### src/sv/nfcd_pkg.sv
// ----------------------------------------------------------------------------
// nfcd_pkg
// Types, constants and command codes of the NOR flash command decoder.
// ----------------------------------------------------------------------------
package nfcd_pkg;

    localparam int ADDR_BITS        = 24;
    localparam int DATA_BITS        = 16;
    localparam int ID_BITS          = 8;
    localparam int BUFFER_WORDS     = 16;
    localparam int UNLOCK_ADDR_BITS = 11;
    localparam int CFG_INDEX_BITS   = 2;
    localparam int LEFT_BITS        = 5;

    localparam logic [31:0] UNLOCK_ADDR_1 = 32'h0000_0555;
    localparam logic [31:0] UNLOCK_ADDR_2 = 32'h0000_02AA;

    localparam logic [7:0] CMD_UNLOCK_1     = 8'hAA;
    localparam logic [7:0] CMD_UNLOCK_2     = 8'h55;
    localparam logic [7:0] CMD_RESET        = 8'hF0;
    localparam logic [7:0] CMD_ERASE_SETUP  = 8'h80;
    localparam logic [7:0] CMD_PROGRAM      = 8'hA0;
    localparam logic [7:0] CMD_BUFFER       = 8'h25;
    localparam logic [7:0] CMD_CONFIRM      = 8'h29;
    localparam logic [7:0] CMD_ERASE_SECTOR = 8'h30;
    localparam logic [7:0] CMD_ERASE_CHIP   = 8'h10;
    localparam logic [7:0] CMD_AUTOSELECT   = 8'h90;
    localparam logic [7:0] CMD_OTP          = 8'h88;

    localparam logic [7:0] ID_OFS_MANUF = 8'h00;
    localparam logic [7:0] ID_OFS_DEV_A = 8'h01;
    localparam logic [7:0] ID_OFS_DEV_B = 8'h0E;
    localparam logic [7:0] ID_OFS_DEV_C = 8'h0F;

    localparam logic [CFG_INDEX_BITS-1:0] REG_MANUF = 2'd0;
    localparam logic [CFG_INDEX_BITS-1:0] REG_DEV_A = 2'd1;
    localparam logic [CFG_INDEX_BITS-1:0] REG_DEV_B = 2'd2;
    localparam logic [CFG_INDEX_BITS-1:0] REG_DEV_C = 2'd3;

    localparam logic [ID_BITS-1:0] MANUF_RESET = 8'd1;
    localparam logic [ID_BITS-1:0] DEV_A_RESET = 8'd126;
    localparam logic [ID_BITS-1:0] DEV_B_RESET = 8'd0;
    localparam logic [ID_BITS-1:0] DEV_C_RESET = 8'd0;

    typedef enum logic [1:0] {
        OP_READ  = 2'd0,
        OP_WRITE = 2'd1,
        OP_DONE  = 2'd2,
        OP_NONE  = 2'd3
    } op_t;

    typedef enum logic [3:0] {
        PH_IDLE           = 4'd0,
        PH_UNLOCK1        = 4'd1,
        PH_UNLOCKED       = 4'd2,
        PH_PROG_DATA      = 4'd3,
        PH_ERASE_SETUP    = 4'd4,
        PH_ERASE_UNLOCK1  = 4'd5,
        PH_ERASE_UNLOCKED = 4'd6,
        PH_BUF_COUNT      = 4'd7,
        PH_BUF_LOAD       = 4'd8,
        PH_BUF_CONFIRM    = 4'd9
    } phase_t;

    typedef enum logic [2:0] {
        MODE_READ       = 3'd0,
        MODE_AUTOSELECT = 3'd1,
        MODE_OTP        = 3'd2,
        MODE_BUSY       = 3'd3,
        MODE_ABORT      = 3'd4
    } mode_t;

    typedef enum logic [2:0] {
        KIND_PROGRAM      = 3'd0,
        KIND_ERASE_SECTOR = 3'd1,
        KIND_ERASE_CHIP   = 3'd2,
        KIND_LOAD_BUFFER  = 3'd3,
        KIND_PROG_BUFFER  = 3'd4
    } kind_t;

    typedef struct packed {
        logic [1:0]           operation;
        logic [ADDR_BITS-1:0] word_address;
        logic [DATA_BITS-1:0] write_word;
        logic [DATA_BITS-1:0] array_word;
    } item_t;

    typedef struct packed {
        logic [DATA_BITS-1:0] read_word;
        logic                 command_valid;
        kind_t                command_kind;
        logic [ADDR_BITS-1:0] command_address;
        logic [DATA_BITS-1:0] command_word;
        logic                 busy_res;
        logic                 buffer_abort;
        logic                 otp_selected;
    } result_t;

    typedef struct packed {
        phase_t               phase;
        mode_t                mode;
        logic [DATA_BITS-1:0] poll_target;
        logic [ADDR_BITS-1:0] buffer_sector;
        logic [LEFT_BITS-1:0] words_left;
    } state_t;

    typedef struct packed {
        logic [ID_BITS-1:0] manufacturer_id;
        logic [ID_BITS-1:0] device_id_a;
        logic [ID_BITS-1:0] device_id_b;
        logic [ID_BITS-1:0] device_id_c;
    } cfg_t;

endpackage

### src/sv/nfcd_req_if.sv
// ----------------------------------------------------------------------------
// nfcd_req_if
// Bus access and engine event channel into the command decoder.
// ----------------------------------------------------------------------------
interface nfcd_req_if;
    import nfcd_pkg::*;

    logic                 valid;
    logic                 ready;
    logic [1:0]           operation;
    logic [ADDR_BITS-1:0] word_address;
    logic [DATA_BITS-1:0] write_word;
    logic [DATA_BITS-1:0] array_word;

    modport source (
        output valid, operation, word_address, write_word, array_word,
        input  ready
    );

    modport sink (
        input  valid, operation, word_address, write_word, array_word,
        output ready
    );
endinterface

### src/sv/nfcd_rsp_if.sv
// ----------------------------------------------------------------------------
// nfcd_rsp_if
// Result channel of the command decoder: read data, engine command, status.
// ----------------------------------------------------------------------------
interface nfcd_rsp_if;
    import nfcd_pkg::*;

    logic                 valid;
    logic                 ready;
    logic [DATA_BITS-1:0] read_word;
    logic                 command_valid;
    logic [2:0]           command_kind;
    logic [ADDR_BITS-1:0] command_address;
    logic [DATA_BITS-1:0] command_word;
    logic                 busy_res;
    logic                 buffer_abort;
    logic                 otp_selected;

    modport source (
        output valid, read_word, command_valid, command_kind, command_address,
               command_word, busy_res, buffer_abort, otp_selected,
        input  ready
    );

    modport sink (
        input  valid, read_word, command_valid, command_kind, command_address,
               command_word, busy_res, buffer_abort, otp_selected,
        output ready
    );
endinterface

### src/sv/nfcd_cfg.sv
// ----------------------------------------------------------------------------
// nfcd_cfg
// Autoselect identification registers behind a plain write port.
// ----------------------------------------------------------------------------
module nfcd_cfg (
    input  logic                                clk,
    input  logic                                rst_n,
    input  logic                                cfg_we,
    input  logic [nfcd_pkg::CFG_INDEX_BITS-1:0] cfg_index,
    input  logic [nfcd_pkg::ID_BITS-1:0]        cfg_data,
    output nfcd_pkg::cfg_t                      cfg
);
    import nfcd_pkg::*;

    cfg_t cfg_reg;

    always_ff @(posedge clk or negedge rst_n)
    begin
        if (!rst_n)
        begin
            cfg_reg.manufacturer_id <= MANUF_RESET;
            cfg_reg.device_id_a     <= DEV_A_RESET;
            cfg_reg.device_id_b     <= DEV_B_RESET;
            cfg_reg.device_id_c     <= DEV_C_RESET;
        end
        else if (cfg_we)
        begin
            case (cfg_index)
                REG_MANUF: cfg_reg.manufacturer_id <= cfg_data;
                REG_DEV_A: cfg_reg.device_id_a     <= cfg_data;
                REG_DEV_B: cfg_reg.device_id_b     <= cfg_data;
                REG_DEV_C: cfg_reg.device_id_c     <= cfg_data;
                default:   ;
            endcase
        end
    end

    assign cfg = cfg_reg;
endmodule

### src/sv/nfcd_decode.sv
// ----------------------------------------------------------------------------
// nfcd_decode
// Command sequence decoder: next state and result for one bus item.
// ----------------------------------------------------------------------------
module nfcd_decode (
    input  nfcd_pkg::state_t  st,
    input  nfcd_pkg::item_t   item,
    input  nfcd_pkg::cfg_t    cfg,
    output nfcd_pkg::state_t  st_next,
    output nfcd_pkg::result_t res
);
    import nfcd_pkg::*;

    logic [7:0]           cmd;
    logic [ADDR_BITS-1:0] addr;
    logic [DATA_BITS-1:0] data;
    logic                 at_unlock1;
    logic                 at_unlock2;
    logic                 data_phase;

    assign addr = item.word_address;
    assign data = item.write_word;
    assign cmd  = item.write_word[7:0];

    assign at_unlock1 = addr[UNLOCK_ADDR_BITS-1:0] == UNLOCK_ADDR_1[UNLOCK_ADDR_BITS-1:0];
    assign at_unlock2 = addr[UNLOCK_ADDR_BITS-1:0] == UNLOCK_ADDR_2[UNLOCK_ADDR_BITS-1:0];
    assign data_phase = (st.phase == PH_PROG_DATA) || (st.phase == PH_BUF_COUNT) ||
                        (st.phase == PH_BUF_LOAD) || (st.phase == PH_BUF_CONFIRM);

    always_comb
    begin
        st_next = st;
        res     = '0;

        case (op_t'(item.operation))
            OP_READ:
            begin
                case (st.mode)
                    MODE_AUTOSELECT:
                    begin
                        case (addr[7:0])
                            ID_OFS_MANUF: res.read_word = {8'h00, cfg.manufacturer_id};
                            ID_OFS_DEV_A: res.read_word = {8'h00, cfg.device_id_a};
                            ID_OFS_DEV_B: res.read_word = {8'h00, cfg.device_id_b};
                            ID_OFS_DEV_C: res.read_word = {8'h00, cfg.device_id_c};
                            default:      res.read_word = '0;
                        endcase
                    end
                    MODE_BUSY, MODE_ABORT:
                        res.read_word = {8'h00, ~st.poll_target[7], 7'h00};
                    default:
                        res.read_word = item.array_word;
                endcase
            end

            OP_WRITE:
            begin
                if (st.mode == MODE_BUSY)
                begin
                end
                else if (st.mode == MODE_ABORT)
                begin
                    if (cmd == CMD_RESET)
                    begin
                        st_next.mode  = MODE_READ;
                        st_next.phase = PH_IDLE;
                    end
                end
                else if (cmd == CMD_RESET && !data_phase)
                begin
                    st_next.mode  = MODE_READ;
                    st_next.phase = PH_IDLE;
                end
                else
                begin
                    st_next.phase = PH_IDLE;
                    case (st.phase)
                        PH_IDLE:
                            if (cmd == CMD_UNLOCK_1 && at_unlock1)
                                st_next.phase = PH_UNLOCK1;
                        PH_UNLOCK1:
                            if (cmd == CMD_UNLOCK_2 && at_unlock2)
                                st_next.phase = PH_UNLOCKED;
                        PH_UNLOCKED:
                        begin
                            if (cmd == CMD_BUFFER)
                            begin
                                st_next.buffer_sector = addr;
                                st_next.phase         = PH_BUF_COUNT;
                            end
                            else if (at_unlock1)
                            begin
                                if (cmd == CMD_PROGRAM)
                                    st_next.phase = PH_PROG_DATA;
                                else if (cmd == CMD_ERASE_SETUP)
                                    st_next.phase = PH_ERASE_SETUP;
                                else if (cmd == CMD_AUTOSELECT)
                                    st_next.mode = MODE_AUTOSELECT;
                                else if (cmd == CMD_OTP)
                                    st_next.mode = MODE_OTP;
                            end
                        end
                        PH_PROG_DATA:
                        begin
                            res.command_valid   = 1'b1;
                            res.command_kind    = KIND_PROGRAM;
                            res.command_address = addr;
                            res.command_word    = data;
                            st_next.poll_target = data;
                            st_next.mode        = MODE_BUSY;
                        end
                        PH_ERASE_SETUP:
                            if (cmd == CMD_UNLOCK_1 && at_unlock1)
                                st_next.phase = PH_ERASE_UNLOCK1;
                        PH_ERASE_UNLOCK1:
                            if (cmd == CMD_UNLOCK_2 && at_unlock2)
                                st_next.phase = PH_ERASE_UNLOCKED;
                        PH_ERASE_UNLOCKED:
                        begin
                            if (cmd == CMD_ERASE_SECTOR)
                            begin
                                res.command_valid   = 1'b1;
                                res.command_kind    = KIND_ERASE_SECTOR;
                                res.command_address = addr;
                                st_next.poll_target = '1;
                                st_next.mode        = MODE_BUSY;
                            end
                            else if (cmd == CMD_ERASE_CHIP && at_unlock1)
                            begin
                                res.command_valid   = 1'b1;
                                res.command_kind    = KIND_ERASE_CHIP;
                                st_next.poll_target = '1;
                                st_next.mode        = MODE_BUSY;
                            end
                        end
                        PH_BUF_COUNT:
                        begin
                            if (data >= DATA_BITS'(BUFFER_WORDS))
                                st_next.mode = MODE_ABORT;
                            else
                            begin
                                st_next.words_left = data[LEFT_BITS-1:0];
                                st_next.phase      = PH_BUF_LOAD;
                            end
                        end
                        PH_BUF_LOAD:
                        begin
                            res.command_valid   = 1'b1;
                            res.command_kind    = KIND_LOAD_BUFFER;
                            res.command_address = addr;
                            res.command_word    = data;
                            st_next.poll_target = data;
                            if (st.words_left == '0)
                                st_next.phase = PH_BUF_CONFIRM;
                            else
                            begin
                                st_next.words_left = st.words_left - LEFT_BITS'(1);
                                st_next.phase      = PH_BUF_LOAD;
                            end
                        end
                        PH_BUF_CONFIRM:
                        begin
                            if (cmd == CMD_CONFIRM)
                            begin
                                res.command_valid   = 1'b1;
                                res.command_kind    = KIND_PROG_BUFFER;
                                res.command_address = st.buffer_sector;
                                st_next.mode        = MODE_BUSY;
                            end
                            else
                                st_next.mode = MODE_ABORT;
                        end
                        default: ;
                    endcase
                end
            end

            OP_DONE:
            begin
                if (st.mode == MODE_BUSY)
                begin
                    st_next.mode  = MODE_READ;
                    st_next.phase = PH_IDLE;
                end
            end

            default: ;
        endcase

        res.busy_res     = st_next.mode == MODE_BUSY;
        res.buffer_abort = st_next.mode == MODE_ABORT;
        res.otp_selected = st_next.mode == MODE_OTP;
    end
endmodule

### src/sv/nor_flash_command_decoder_top.sv
// ----------------------------------------------------------------------------
// nor_flash_command_decoder_top
// Command interface of a 16-bit NOR flash with the unlock-based command set.
//
// Channel item: one bus read, bus write or engine-done event per beat.
// Channel result: one beat per item, carrying read data, an optional
// program/erase/buffer command to the memory engine and the mode status.
// Config port: four autoselect id bytes, written with cfg_we, cfg_index,
// cfg_data while no item is in flight.
// Path: an accepted item lands in an input register, is decoded from there
// and its result is loaded into the output register once that can advance.
// Throughput: one item per cycle while result is taken; decoding one item
// against the sequence state is the only logic between the two registers.
// Stall: when result is not taken, the output register holds, the input
// register takes one more beat if it was empty, then item.ready drops.
// Reset: both registers empty, idle command phase, read array mode, poll
// target all ones, id bytes at their defaults.
// ----------------------------------------------------------------------------
module nor_flash_command_decoder_top (
    input  logic                                clk,
    input  logic                                rst_n,
    input  logic                                cfg_we,
    input  logic [nfcd_pkg::CFG_INDEX_BITS-1:0] cfg_index,
    input  logic [nfcd_pkg::ID_BITS-1:0]        cfg_data,
    nfcd_req_if.sink                            item,
    nfcd_rsp_if.source                          result
);
    import nfcd_pkg::*;

    cfg_t    cfg;
    state_t  st_reg;
    state_t  st_next;
    item_t   in_item_reg;
    logic    in_valid_reg;
    result_t res_next;
    result_t res_reg;
    logic    res_valid_reg;
    logic    advance;

    nfcd_cfg u_cfg (
        .clk       (clk),
        .rst_n     (rst_n),
        .cfg_we    (cfg_we),
        .cfg_index (cfg_index),
        .cfg_data  (cfg_data),
        .cfg       (cfg)
    );

    nfcd_decode u_decode (
        .st      (st_reg),
        .item    (in_item_reg),
        .cfg     (cfg),
        .st_next (st_next),
        .res     (res_next)
    );

    assign advance    = !res_valid_reg || result.ready;
    assign item.ready = !in_valid_reg || advance;

    always_ff @(posedge clk or negedge rst_n)
    begin
        if (!rst_n)
        begin
            in_valid_reg          <= 1'b0;
            res_valid_reg         <= 1'b0;
            st_reg.phase          <= PH_IDLE;
            st_reg.mode           <= MODE_READ;
            st_reg.poll_target    <= '1;
            st_reg.buffer_sector  <= '0;
            st_reg.words_left     <= '0;
        end
        else
        begin
            if (item.ready)
                in_valid_reg <= item.valid;
            if (advance)
                res_valid_reg <= in_valid_reg;
            if (advance && in_valid_reg)
                st_reg <= st_next;
        end
    end

    always_ff @(posedge clk)
    begin
        if (item.valid && item.ready)
        begin
            in_item_reg.operation    <= item.operation;
            in_item_reg.word_address <= item.word_address;
            in_item_reg.write_word   <= item.write_word;
            in_item_reg.array_word   <= item.array_word;
        end
        if (advance && in_valid_reg)
            res_reg <= res_next;
    end

    assign result.valid           = res_valid_reg;
    assign result.read_word       = res_reg.read_word;
    assign result.command_valid   = res_reg.command_valid;
    assign result.command_kind    = res_reg.command_kind;
    assign result.command_address = res_reg.command_address;
    assign result.command_word    = res_reg.command_word;
    assign result.busy_res        = res_reg.busy_res;
    assign result.buffer_abort    = res_reg.buffer_abort;
    assign result.otp_selected    = res_reg.otp_selected;
endmodule
### src/flat_wrapper.sv
// flat-port wrapper written by rule: the top's interface ports become plain ports
module nor_flash_command_decoder_top_flat import nfcd_pkg::*;
  (clk, rst_n, cfg_we, cfg_index, cfg_data, item_valid, item_operation, item_word_address, item_write_word, item_array_word, item_ready, result_valid, result_read_word, result_command_valid, result_command_kind, result_command_address, result_command_word, result_busy_res, result_buffer_abort, result_otp_selected, result_ready);
  nfcd_req_if item_i ();
  nfcd_rsp_if result_i ();
  input  logic clk;
  input  logic rst_n;
  input  logic cfg_we;
  input  logic [nfcd_pkg::CFG_INDEX_BITS-1:0] cfg_index;
  input  logic [nfcd_pkg::ID_BITS-1:0] cfg_data;
  input wire logic [$bits(item_i.valid)-1:0] item_valid;
  input wire logic [$bits(item_i.operation)-1:0] item_operation;
  input wire logic [$bits(item_i.word_address)-1:0] item_word_address;
  input wire logic [$bits(item_i.write_word)-1:0] item_write_word;
  input wire logic [$bits(item_i.array_word)-1:0] item_array_word;
  output wire logic [$bits(item_i.ready)-1:0] item_ready;
  output wire logic [$bits(result_i.valid)-1:0] result_valid;
  output wire logic [$bits(result_i.read_word)-1:0] result_read_word;
  output wire logic [$bits(result_i.command_valid)-1:0] result_command_valid;
  output wire logic [$bits(result_i.command_kind)-1:0] result_command_kind;
  output wire logic [$bits(result_i.command_address)-1:0] result_command_address;
  output wire logic [$bits(result_i.command_word)-1:0] result_command_word;
  output wire logic [$bits(result_i.busy_res)-1:0] result_busy_res;
  output wire logic [$bits(result_i.buffer_abort)-1:0] result_buffer_abort;
  output wire logic [$bits(result_i.otp_selected)-1:0] result_otp_selected;
  input wire logic [$bits(result_i.ready)-1:0] result_ready;
  assign item_i.valid = item_valid;
  assign item_i.operation = item_operation;
  assign item_i.word_address = item_word_address;
  assign item_i.write_word = item_write_word;
  assign item_i.array_word = item_array_word;
  assign item_ready = item_i.ready;
  assign result_valid = result_i.valid;
  assign result_read_word = result_i.read_word;
  assign result_command_valid = result_i.command_valid;
  assign result_command_kind = result_i.command_kind;
  assign result_command_address = result_i.command_address;
  assign result_command_word = result_i.command_word;
  assign result_busy_res = result_i.busy_res;
  assign result_buffer_abort = result_i.buffer_abort;
  assign result_otp_selected = result_i.otp_selected;
  assign result_i.ready = result_ready;
  nor_flash_command_decoder_top u_core (.clk(clk), .rst_n(rst_n), .cfg_we(cfg_we), .cfg_index(cfg_index), .cfg_data(cfg_data), .item(item_i), .result(result_i));
endmodule
### config.mk
export PLATFORM = sky130hd
export DESIGN_NAME = nor_flash_command_decoder_top_flat
export DESIGN_NICKNAME = d
export VERILOG_FILES = /design/src/sv/nfcd_pkg.sv /design/src/sv/nfcd_req_if.sv /design/src/sv/nfcd_rsp_if.sv /design/src/sv/nfcd_cfg.sv /design/src/sv/nfcd_decode.sv /design/src/sv/nor_flash_command_decoder_top.sv /design/src/flat_wrapper.sv
export SDC_FILE = /design/constraint.sdc
export NUM_CORES = 1
export LEC_CHECK = 0
export BUFFER_PORTS_ARGS = -buffer_cell sky130_fd_sc_hd__buf_2
export CAP_MARGIN = 30
export CORE_MARGIN = 3
export CORE_UTILIZATION = 45
export DETAILED_ROUTE_END_ITERATION = 16
export GPL_TIMING_DRIVEN = 0
export PLACE_DENSITY = 0.72
export SLEW_MARGIN = 0
export SYNTH_ARGS = -nofsm -noshare
export SYNTH_HDL_FRONTEND = slang
export SYNTH_HIERARCHICAL = 1
export SYNTH_SLANG_ARGS = --single-unit
### constraint.sdc
create_clock -name clk -period 3.2 [get_ports clk]
set_input_delay 0.16 -clock clk [delete_from_list [all_inputs] [get_ports clk]]
set_output_delay 0.16 -clock clk [all_outputs]
set_load 0.005 [all_outputs]
Yosys cells after proc, flatten, opt, wreduce, memory -nomap -nowiden:

Cells that the tools add are included.

* bits in registers: 207
* output and inout bits: 65

* add/subtract/negate cells: 1
* $lt $le $gt $ge: 1
* equality and inequality tests: 42
* multiplexer cells: 42
* bitwise operators: 6
* reduce and logical (&&, ||, !) cells: 34

Operator list (count)
* case mux 28 bit (4 select lines): 1
* 2-to-1 mux 45 bit: 2
* 2-to-1 mux 24 bit: 3
* case mux 16 bit (2 select lines): 2
* 2-to-1 mux 52 bit: 1
* equality test 8 bit (second input constant): 6
* 2-to-1 mux 19 bit: 2
* 2-to-1 mux 7 bit: 5
* 2-to-1 mux 3 bit: 11
* case mux 8 bit (4 select lines): 1
* 2-to-1 mux 28 bit: 1
* case mux 4 bit (7 select lines): 1
* equality test 8 x 6 -> 1 bit (second input constant): 3
* equality test 4 x 3 -> 1 bit (second input constant): 4
* equality test 8 x 4 -> 1 bit (second input constant): 2
* greater-or-equal comparator 16 x 5 -> 1 bit (second input constant): 1
* 2-to-1 mux 4 bit: 4
* case mux 3 bit (5 select lines): 1
* case mux 7 bit (2 select lines): 1
* AND reduction 7 bit: 2
* equality test 11 x 10 -> 1 bit (second input constant): 1
* equality test 11 bit (second input constant): 1
* 2-to-1 mux 5 bit: 2
* case mux 5 bit (2 select lines): 1
* other kinds (31): 67

Longest topological paths before layout:

Gate-level depths: netlist of run 1.

* depth after elaboration: 13
* gate-level depth with buffers: 10
* mapped depth without buffers: 9

Cells and area by module:

Netlist of run 1, hierarchy kept.

By module, submodules not included
* nor_flash_command_decoder_top: instances 1, cells an instance 239, area each 5885.6 um2, seq. area each 5004.8 um2
* nfcd_decode: instances 1, cells an instance 378, area each 2448.6 um2, seq. area each 0.0 um2
* nfcd_cfg: instances 1, cells an instance 68, area each 1221.2 um2, seq. area each 809.5 um2

Least setup slack after synthesis of run 1:

No wires, ideal clock.

* path type: register to register
* start point: register u_core/st_reg[45] (netlist name)
* end point: register u_core/st_reg[10] (netlist name)
* setup time: 0.125 ns
* arrival: 2.388 ns
* required time: 3.075 ns
* setup slack: 0.687 ns
* cell stages (with the launch flop): 10
* buffers on the path: 2
* clock period less this slack: 2.513 ns
* cell sequence: dfrtp_1 > and3b_1 > clkbuf_1 > nor2_1 > nand2_1 > a31o_2 > nor3_4 > buf_4 > mux2_2 > mux2_4

* longest elaborated chain between the ends: 3
* elaborated cells on any way between the ends: 5
* those cells by class: eq/ne (2); bitwise (2); reduce/logical (1)

RTL lines
* from (decl): line nor_flash_command_decoder_top.sv:31 `state_t st_reg;`
* from (signal assigned): line nor_flash_command_decoder_top.sv:79 `st_reg <= st_next;`
* equality test 3 bit / equality test 3 x 2 -> 1 bit (equally long branches): line nfcd_decode.sv:61, nfcd_decode.sv:58
* NOT 1 bit (no line)
* AND reduction 7 bit (no line) *

Every way passes the cells marked *; elsewhere a longest branch is shown, timed or not.
A chain may end at the register's enable or synchronous reset.

Worst setup path in the final report of run 1:

* start point: register u_core/in_item_reg[16] (netlist name)
* end point: register u_core.res_reg (netlist bit u_core/result.command_address[15]) (data pin)

* longest elaborated chain between the ends: 3
* elaborated cells on any way between the ends: 8
* those cells by class: eq/ne (3); mux (3); reduce/logical (2)

RTL lines
* from (decl): line nor_flash_command_decoder_top.sv:33 `item_t in_item_reg;`
* equality test 8 x 6 -> 1 bit, or another cell as far along: line nfcd_decode.sv:163 `if (cmd == CMD_CONFIRM)`
* 2-to-1 mux 28 bit, or another cell as far along: line nfcd_decode.sv:163
* case mux 28 bit (4 select lines) / OR reduction 4 bit (equally long branches)
* to (signal assigned): line nor_flash_command_decoder_top.sv:93 `res_reg <= res_next;`
* to (decl): line nor_flash_command_decoder_top.sv:36 `result_t res_reg;`

Parallel ways exist; a longest one is shown, timed or not.

==> results of run 1 <==
worst min-delay path by stage:
stage | end | slack, ns | cells past startpoint
5_1_grt | u_core/result.valid | 0.02 | 3
2_1_floorplan | u_core/in_valid_reg | -0.14 | 0
4_1_cts | u_core/result.valid | 0.001 | 3
3_5_place_dp | u_core/in_valid_reg | 0.17 | 1
3_3_place_gp | u_core/in_item_reg[48] | 0.34 | 1
6_report | u_core/result.valid | 0.02 | 3
power breakdown:
group	total (mW)	switching (mW)	internal [mW]
Sequential	2.93	0.0855	2.85
Clock	2.16	0.980	1.18
Combinational	0.516	0.253	0.263
cell type report:
type / instances / area share
sequential: 192 / 0.487
multi-input combinational: 393 / 0.283
timing repair buffer: 210 / 0.129
clock buffer: 17 / 0.0382
tap: 260 / 0.0292
clock inverter: 15 / 0.0161
buffer: 33 / 0.0157
inverter: 7 / 0.00236
through the flow:
| step | cells | setup slack (ns) | total power [mW] |
|---|---|---|---|
| 4_1_cts | 1124 | 0.0794 | 5.67 |
| 5_1_grt | 1127 | 0.0644 | 5.83 |
| 3_3_place_gp | 1022 | 0.0320 | 3.42 |
| 6_report | 1127 | 0.165 | 5.61 |
| 3_5_place_dp | 1024 | 0.103 | 3.44 |
| 2_1_floorplan | 625 | 0.694 | 3.22 |
cell usage in the layout (no fill, tap or decap), types with 6 or more instances in the layout:
cell	instances
o22ai_1	9
dlygate4sd3_1	68
buf_4	6
clkbuf_1	20
nand3_1	7
inv_1	6
a21oi_1	17
buf_2	140
and3_1	8
a22o_1	8
nand2b_1	12
nand2_1	22
clkbuf_16	17
dfrtp_1	63
mux2_4	35
nand3b_1	6
mux2i_1	16
a22oi_1	25
nor3_1	8
and2_1	25
nor2_1	43
edfxtp_1	121
mux2_2	58
o21ai_0	16
dfstp_2	8
what timing repair did:
| item | 4_1_cts | 5_1_grt |
|---|---|---|
| endpoints found under the setup margin | 0 | 30 |
| hold buffers | 68 | 0 |
| endpoints found under the hold margin | 114 | 0 |
| gates resized for setup | 0 | 2 |
| buffers inserted | 0 | 3 |
worst register-to-register path: cells and delay by family, from the launching register on:
| family | cells | cell delay (ns) |
|---|---|---|
| buffers and inverters | 1 | 0.48 |
| AO/OA/AOI/OAI | 3 | 0.79 |
| AND/OR/NAND/NOR | 3 | 1.12 |
| flip-flops | 1 | 0.50 |
layer usage:
layer | part of all wire | track usage | vias to the layer above
met5 | 0 | 0 | -
met4 | 0.021 | 0.0603 | 0
met3 | 0.049 | 0.0436 | 32
met2 | 0.49 | 0.324 | 174
met1 | 0.44 | 0.261 | 2923
li1 | - | - | 2824
==> impl_metrics.env, run 1 <==
export IMPL_status="completed"
export IMPL_largest_reg_flops=58
export IMPL_rsz0062_at_grt="no"
export IMPL_drc_errors=0
export IMPL_max_freq_mhz=329
export IMPL_worstRegToRegCells=7
export IMPL_hold_viol=0
export IMPL_htree_num_levels=4
export IMPL_fp_row_count=50
export IMPL_clockBufferDepth=2
export IMPL_p_per_area_nw_per_um2=504
export IMPL_multi_input_area_um2=3150
export IMPL_tns_ns=0
export IMPL_drt_initial_drc_count=374
export IMPL_final_util=0.589
export IMPL_crit_path_start="u_core/in_item_reg[16]"
export IMPL_die_w_um=146
export IMPL_post_synth_inst_count=625
export IMPL_postSynthAreaPerCell_um2=14.0
export IMPL_hold_path_class="in2reg"
export IMPL_antenna_found_initial=0
export IMPL_grt_usage=0.196
export IMPL_cp_required_ns=3.48
export IMPL_ios=138
export IMPL_dpl_instance_area_um2=9820
export IMPL_seqCellArea_um2=5420
export IMPL_clkTransAtPathRegs_ns=0.07
export IMPL_slew_headroom=0.421
export IMPL_antenna_left=0
export IMPL_io_buffer_count=137
export IMPL_final_layout_size_suffix_gt1_frac=0.354
export IMPL_clock_sinks=192
export IMPL_reg2reg_setup_slack_ns=0.16
export IMPL_critPathMaxStageDelay_ns=0.64
export IMPL_p_leak_nw=4.63
export IMPL_final_nets=931
export IMPL_dp_hpwl_mm=13.6
export IMPL_endpoint_kind="flip-flop"
export IMPL_worst_clock_skew_ns=0.00897
export IMPL_min_delay_start="result_ready"
export IMPL_peakVddDrop_mv=0.391
export IMPL_hold_slack_ns=0.0249
export IMPL_r2r_start="u_core/in_item_reg[16]"
export IMPL_cts_root_buffer="clkbuf_16"
export IMPL_fillCellCount=1568
export IMPL_critPathTopFamily="simple AND/OR/NAND/NOR gates"
export IMPL_initial_core_util=0.464
export IMPL_dr_pass1_iters=5
export IMPL_maxCapViolations=0
export IMPL_crit_end="u_core/result.command_address[15]"
export IMPL_via_count=5953
export IMPL_grt_pass1_wl_mm=32.8
export IMPL_worst_setup_path_start_kind="flip-flop"
export IMPL_place_gp_congestion=0.974
export IMPL_period_needed_ns=3.04
export IMPL_fp_dieArea_um2=21200
export IMPL_finalSetupViolCount=0
export IMPL_worst_setup_path_type="reg2reg"
export IMPL_insertedDiodeCount=0
export IMPL_syn_to_final_growth_pct=27.0
export IMPL_path_max_fanout=10
export IMPL_die_h_um=146
export IMPL_wire_per_inst_um=18.2
export IMPL_vias_per_cell=5.28
export IMPL_cts_buffers=17
export IMPL_yosys_warnings=6
export IMPL_drt_wl_total_mm=20.6
export IMPL_clock_latency_ns=0.43
export IMPL_worst_slew_pin_slew_ns=0.868
export IMPL_timing_critical_path_buf_inv=1
export IMPL_gr_total_overflow=0
export IMPL_period_share=0.949
export IMPL_regToRegEndpoint="u_core/result.command_address[15]"
export IMPL_crit_chain="nor4_2 > and3_1 > a31oi_1 > o21ai_1 > clkbuf_1 > a22oi_1 > nor2_1"
export IMPL_grt_max_degree=59
export IMPL_synthesis_nets=702
export IMPL_cts_tree="done"
export IMPL_crit_cells=7
export IMPL_design_core_area_um2=18900
export IMPL_fin_area_um2=11100
export IMPL_cp_arrival_ns=3.32
export IMPL_drv_slew=0
export IMPL_grt_pass1_vias=6101
export IMPL_netlist_area_um2=8770
export IMPL_cp_slowest_cell="nor4_2"
Power figures use the tool's default switching activity.
==> run 2, diff against run 1 <==
--- a/config.mk
+++ b/config.mk
@@ -11,6 +11,7 @@
 export CORE_UTILIZATION = 45
 export DETAILED_ROUTE_END_ITERATION = 16
 export GPL_TIMING_DRIVEN = 0
+export MAX_ROUTING_LAYER = met4
 export PLACE_DENSITY = 0.72
 export SLEW_MARGIN = 0
 export SYNTH_ARGS = -nofsm -noshare
==> impl_metrics.env, run 2 (synthesis gave the netlist of run 1 again) <==
export IMPL_worst_setup_path_type="reg2reg"
export IMPL_clockBufferDepth=2
export IMPL_drv_slew=0
export IMPL_path_max_fanout=10
export IMPL_antenna_left=0
export IMPL_final_layout_size_suffix_gt1_frac=0.354
export IMPL_final_util=0.587
export IMPL_p_per_area_nw_per_um2=494
export IMPL_p_int_mw=4.19
export IMPL_initial_core_util=0.464
export IMPL_final_cell_mix="buf_2 (140), edfxtp_1 (121), dlygate4sd3_1 (67)"
export IMPL_slew_headroom=0.433
export IMPL_insertedDiodeCount=0
export IMPL_comb_power_share=0.094
export IMPL_hold_slack_ns=0.0223
export IMPL_maxCapViolations=0
export IMPL_dr_pass1_iters=4
export IMPL_clkTransAtPathRegs_ns=0.07
export IMPL_clock_latency_ns=0.43
export IMPL_grt_max_degree=59
export IMPL_fp_dieArea_um2=21200
export IMPL_grt_pass1_wl_mm=32.9
export IMPL_worst_clock_skew_ns=0.0112
export IMPL_grt_pass1_vias=6156
export IMPL_place_gp_congestion=0.954
export IMPL_worst_slew_pin_slew_ns=0.851
export IMPL_power_mw=5.48
export IMPL_vias_per_cell=5.30
export IMPL_cp_arrival_ns=3.36
export IMPL_power_net_switching_mw=1.28
export IMPL_period_share=0.950
export IMPL_die_h_um=146
export IMPL_drt_initial_drc_count=375
export IMPL_hold_viol=0
export IMPL_max_freq_mhz=329
export IMPL_cts_buffers=17
export IMPL_finalSetupViolCount=0
export IMPL_drt_wl_total_mm=20.8
export IMPL_via_count=5970
export IMPL_cts_tree="done"
export IMPL_cts_root_buffer="clkbuf_16"
export IMPL_ios=138
export IMPL_cp_required_ns=3.52
export IMPL_hold_path_class="in2reg"
export IMPL_netSwitchingFraction=0.234
export IMPL_peakVddDrop_mv=0.381
export IMPL_wire_per_inst_um=18.4
export IMPL_status="completed"
export IMPL_io_buffer_count=137
export IMPL_design_core_area_um2=18900
export IMPL_instances_no_fill=1127
export IMPL_numPlacedInstances=1024
export IMPL_period_needed_ns=3.04
export IMPL_htree_num_levels=4
export IMPL_clkPwrFrac=0.370
export IMPL_clock_sinks=192
export IMPL_grt_usage=0.203
export IMPL_endpoint_kind="flip-flop"
export IMPL_syn_to_final_growth_pct=26.6
export IMPL_worst_setup_path_start_kind="flip-flop"
export IMPL_layout_commonest_cell="buf_2"
export IMPL_dp_hpwl_mm=13.9
export IMPL_largest_reg_flops=58
export IMPL_seqPwrFrac=0.536
export IMPL_die_w_um=146
export IMPL_final_nets=931
export IMPL_p_leak_nw=4.60
export IMPL_drc_errors=0
export IMPL_gr_total_overflow=0
export IMPL_fp_row_count=50
export IMPL_antenna_found_initial=0
run 2: critical path, stage by stage, from the launching register on:
cell	delay (ns)
dfrtp_1	0.50
and3b_1	0.21
clkbuf_1	0.16
nor2_1	0.30
nand2_2	0.20
a31o_2	0.32
nor3_4	0.29
buf_4	0.27
mux2_2	0.38
mux2_4	0.29
run 2: cell type report:
class	count	area, µm²
inverter	7	26.3
clock inverter	14	133
clock buffer	18	429
fill	1536	7800
buffer	33	174
tap	260	325
sequential	192	5420
timing repair buffer	210	1430
multi-input combinational	393	3160
run 2: power groups by stage:
stage | clock [mW] | combinational, mW | sequential, mW
finish | 2.03 | 0.514 | 2.94
global route | 2.18 | 0.558 | 2.96
CTS | 2.08 | 0.518 | 2.94
floorplan | 0 | 0.248 | 2.97
detailed placement | 0 | 0.453 | 2.99
global placement | 0 | 0.432 | 2.99
run 2: per-stage QoR:
stage | TNS (ns) | area [µm²] | setup slack (ns)
2_1_floorplan | 0 | 8770 | 0.694
3_3_place_gp | 0 | 9780 | 0.0672
3_5_place_dp | 0 | 9820 | 0.0364
4_1_cts | 0 | 11100 | 0.0279
5_1_grt | -0.00413 | 11100 | -0.00413
6_report | 0 | 11100 | 0.161
run 2: path summary, 6_finish.rpt:
check | start | end | slack, ns | cells past startpoint
worst max-delay path | u_core/st_reg[47] | u_core/st_reg[19] | 0.16 | 9
worst min-delay path | cfg_data[3] | u_core/u_cfg/cfg[27] | 0.02 | 2
worst max register to register | u_core/st_reg[47] | u_core/st_reg[19] | 0.16 | 9
worst min register to register | u_core/u_cfg/cfg[0] | u_core/u_cfg/cfg[0] | 0.51 | 1
max in group asynchronous | rst_n | u_core/u_cfg/cfg[24] | 2.34 | 3
min in group asynchronous | rst_n | u_core/st_reg[27] | 0.22 | 2
run 2: what timing repair did:
item                                   CTS  global route
hold buffers                            67             0
resized for setup                        0             2
buffers inserted                         0             4
setup endpoints to repair                0            28
endpoints found under the hold margin  114             0
run 2: routing by layer:
| metal | track usage | up-vias | share of wire |
|---|---|---|---|
| met1 | 0.258 | 2937 | 0.43 |
| met5 | - | - | 0 |
| met4 | 0.0736 | 0 | 0.023 |
| met3 | 0.0424 | 35 | 0.052 |
| met2 | 0.325 | 182 | 0.49 |
| li1 | - | 2816 | - |
==> run 3, diff against run 2 <==
--- a/config.mk
+++ b/config.mk
@@ -8,13 +8,14 @@
 export BUFFER_PORTS_ARGS = -buffer_cell sky130_fd_sc_hd__buf_2
 export CAP_MARGIN = 30
 export CORE_MARGIN = 3
-export CORE_UTILIZATION = 45
+export CORE_UTILIZATION = 50
 export DETAILED_ROUTE_END_ITERATION = 16
 export GPL_TIMING_DRIVEN = 0
 export MAX_ROUTING_LAYER = met4
-export PLACE_DENSITY = 0.72
+export PLACE_DENSITY = 0.78
 export SLEW_MARGIN = 0
 export SYNTH_ARGS = -nofsm -noshare
 export SYNTH_HDL_FRONTEND = slang
 export SYNTH_HIERARCHICAL = 1
 export SYNTH_SLANG_ARGS = --single-unit
+export TNS_END_PERCENT = 100
==> impl_metrics.env, run 3 (synthesis gave the netlist of run 1 again) <==
export IMPL_wl_met1_mm=8.81
export IMPL_final_util=0.656
export IMPL_worst_clock_skew_ns=0.0116
export IMPL_clkTransAtPathRegs_ns=0.07
export IMPL_maxCapViolations=0
export IMPL_finalSetupViolCount=0
export IMPL_gr_total_overflow=0
export IMPL_dpl_instance_area_um2=9770
export IMPL_die_w_um=138
export IMPL_max_freq_mhz=332
export IMPL_antenna_found_initial=1
export IMPL_endpoint_kind="flip-flop"
export IMPL_hold_slack_ns=0.0299
export IMPL_dr_wl_met2_mm=11.0
export IMPL_reg2reg_setup_slack_ns=0.19
export IMPL_crit_path_start="u_core/in_item_reg[57]"
export IMPL_routed_top_layer="met4"
export IMPL_slew_headroom=0.368
export IMPL_clock_latency_ns=0.44
export IMPL_drv_slew=0
export IMPL_worst_setup_path_type="reg2reg"
export IMPL_vias_per_cell=5.62
export IMPL_period_needed_ns=3.01
export IMPL_ios=138
export IMPL_crit_end="u_core/st_reg[19]"
export IMPL_grt_pass1_vias=6321
export IMPL_io_buffer_count=137
export IMPL_cts_buffers=17
export IMPL_path_max_fanout=10
export IMPL_worstRegToRegCells=9
export IMPL_hold_viol=0
export IMPL_cp_arrival_ns=3.34
export IMPL_fp_row_count=47
export IMPL_rsz0062_at_grt="no"
export IMPL_fillCellCount=1227
export IMPL_r2r_start="u_core/in_item_reg[57]"
export IMPL_p_leak_nw=4.62
export IMPL_largest_reg_flops=58
export IMPL_p_per_area_nw_per_um2=507
export IMPL_fp_dieArea_um2=19200
export IMPL_cts_tree="done"
export IMPL_drc_errors=0
export IMPL_clock_sinks=192
export IMPL_layout_commonest_cell="buf_2"
export IMPL_drt_initial_drc_count=511
export IMPL_place_gp_congestion=0.951
export IMPL_period_share=0.942
export IMPL_cp_required_ns=3.52
export IMPL_power_mw=5.62
export IMPL_fin_area_um2=11100
export IMPL_dr_pass1_iters=5
export IMPL_worst_slew_pin_slew_ns=0.949
export IMPL_final_nets=928
export IMPL_wire_per_inst_um=20.1
export IMPL_tns_ns=0
export IMPL_cts_root_buffer="clkbuf_16"
export IMPL_dp_hpwl_mm=14.5
export IMPL_wl_met3_mm=1.34
export IMPL_regToRegEndpoint="u_core/st_reg[19]"
export IMPL_status="completed"
export IMPL_clockBufferDepth=2
export IMPL_die_h_um=138
export IMPL_syn_to_final_growth_pct=26.3
export IMPL_via_count=6099
export IMPL_final_cell_mix="buf_2 (140), edfxtp_1 (121), dlygate4sd3_1 (68)"
export IMPL_worst_setup_path_start_kind="flip-flop"
export IMPL_htree_num_levels=4
export IMPL_grt_pass1_wl_mm=34.3
export IMPL_drt_wl_total_mm=21.8
export IMPL_initial_core_util=0.519
export IMPL_antenna_left=0
export IMPL_design_core_area_um2=16900
export IMPL_final_layout_size_suffix_gt1_frac=0.354
export IMPL_peakVddDrop_mv=0.374
export IMPL_hold_path_class="in2reg"
export IMPL_grt_usage=0.235
export IMPL_grt_max_degree=72
## run 3: cell count changes in the layout (fill, tap and decap cells not counted), sizes merged, moves of 2 or more
cell      change
buf           -4
clkbuf        +2
clkinv        -2
clkinvlp      -3
inv           +4
## run 3: power by group
part | switching, mW | internal (mW)
Clock | 1.00 | 1.15
Combinational | 0.259 | 0.264
Sequential | 0.0927 | 2.85
## run 3: how the worst min path moves through the flow
stage               slack, ns                from                     to  cells past startpoint
detailed placement       0.34  item_array_word[0]  u_core/in_item_reg[0]                      1
global placement         0.34  item_array_word[1]  u_core/in_item_reg[1]                      1
global route             0.03        result_ready    u_core/result.valid                      3
finish                   0.03        result_ready    u_core/result.valid                      3
CTS                      0.02        result_ready    u_core/result.valid                      3
floorplan               -0.14               rst_n    u_core/in_valid_reg                      0
## run 3: worst max-delay path, stage by stage (launching register included)
cell,delay [ns]
edfxtp_1,0.40
inv_1,0.10
ha_1,0.14
clkbuf_1,0.32
nand2_1,0.26
a31o_2,0.34
nor3_4,0.39
buf_4,0.29
mux2_2,0.37
mux2_4,0.28
## run 3: metal layers
layer / track usage / vias up
li1: - / 2802
met1: 0.286 / 2986
met2: 0.387 / 259
met3: 0.0497 / 52
met4: 0.0905 / 0
met5: - / -
## run 3: layout make-up
type / instances / area [µm²] / share of cell area
sequential: 192 / 5420 / 0.489
clock buffer: 20 / 489 / 0.0442
timing repair buffer: 207 / 1410 / 0.127
inverter: 7 / 26.3 / 0.00237
clock inverter: 12 / 129 / 0.0116
buffer: 33 / 174 / 0.0157
multi-input combinational: 393 / 3150 / 0.284
tap: 220 / 275 / 0.0249
antenna: 1 / 2.50 / 0.000226
## run 3: repair_timing
action	in CTS	in global routing
endpoints found under the setup margin	0	20
hold endpoints to repair	147	0
hold buffers	68	0
resized for setup	0	2
buffers inserted	0	0
## run 3: per-stage QoR
step / std cells / setup slack (ns)
after detailed placement: 984 / 0.148
final: 1085 / 0.185
after global placement: 982 / 0.128
after global routing: 1085 / 0.0492
after CTS: 1084 / 0.141
after floorplan: 625 / 0.694
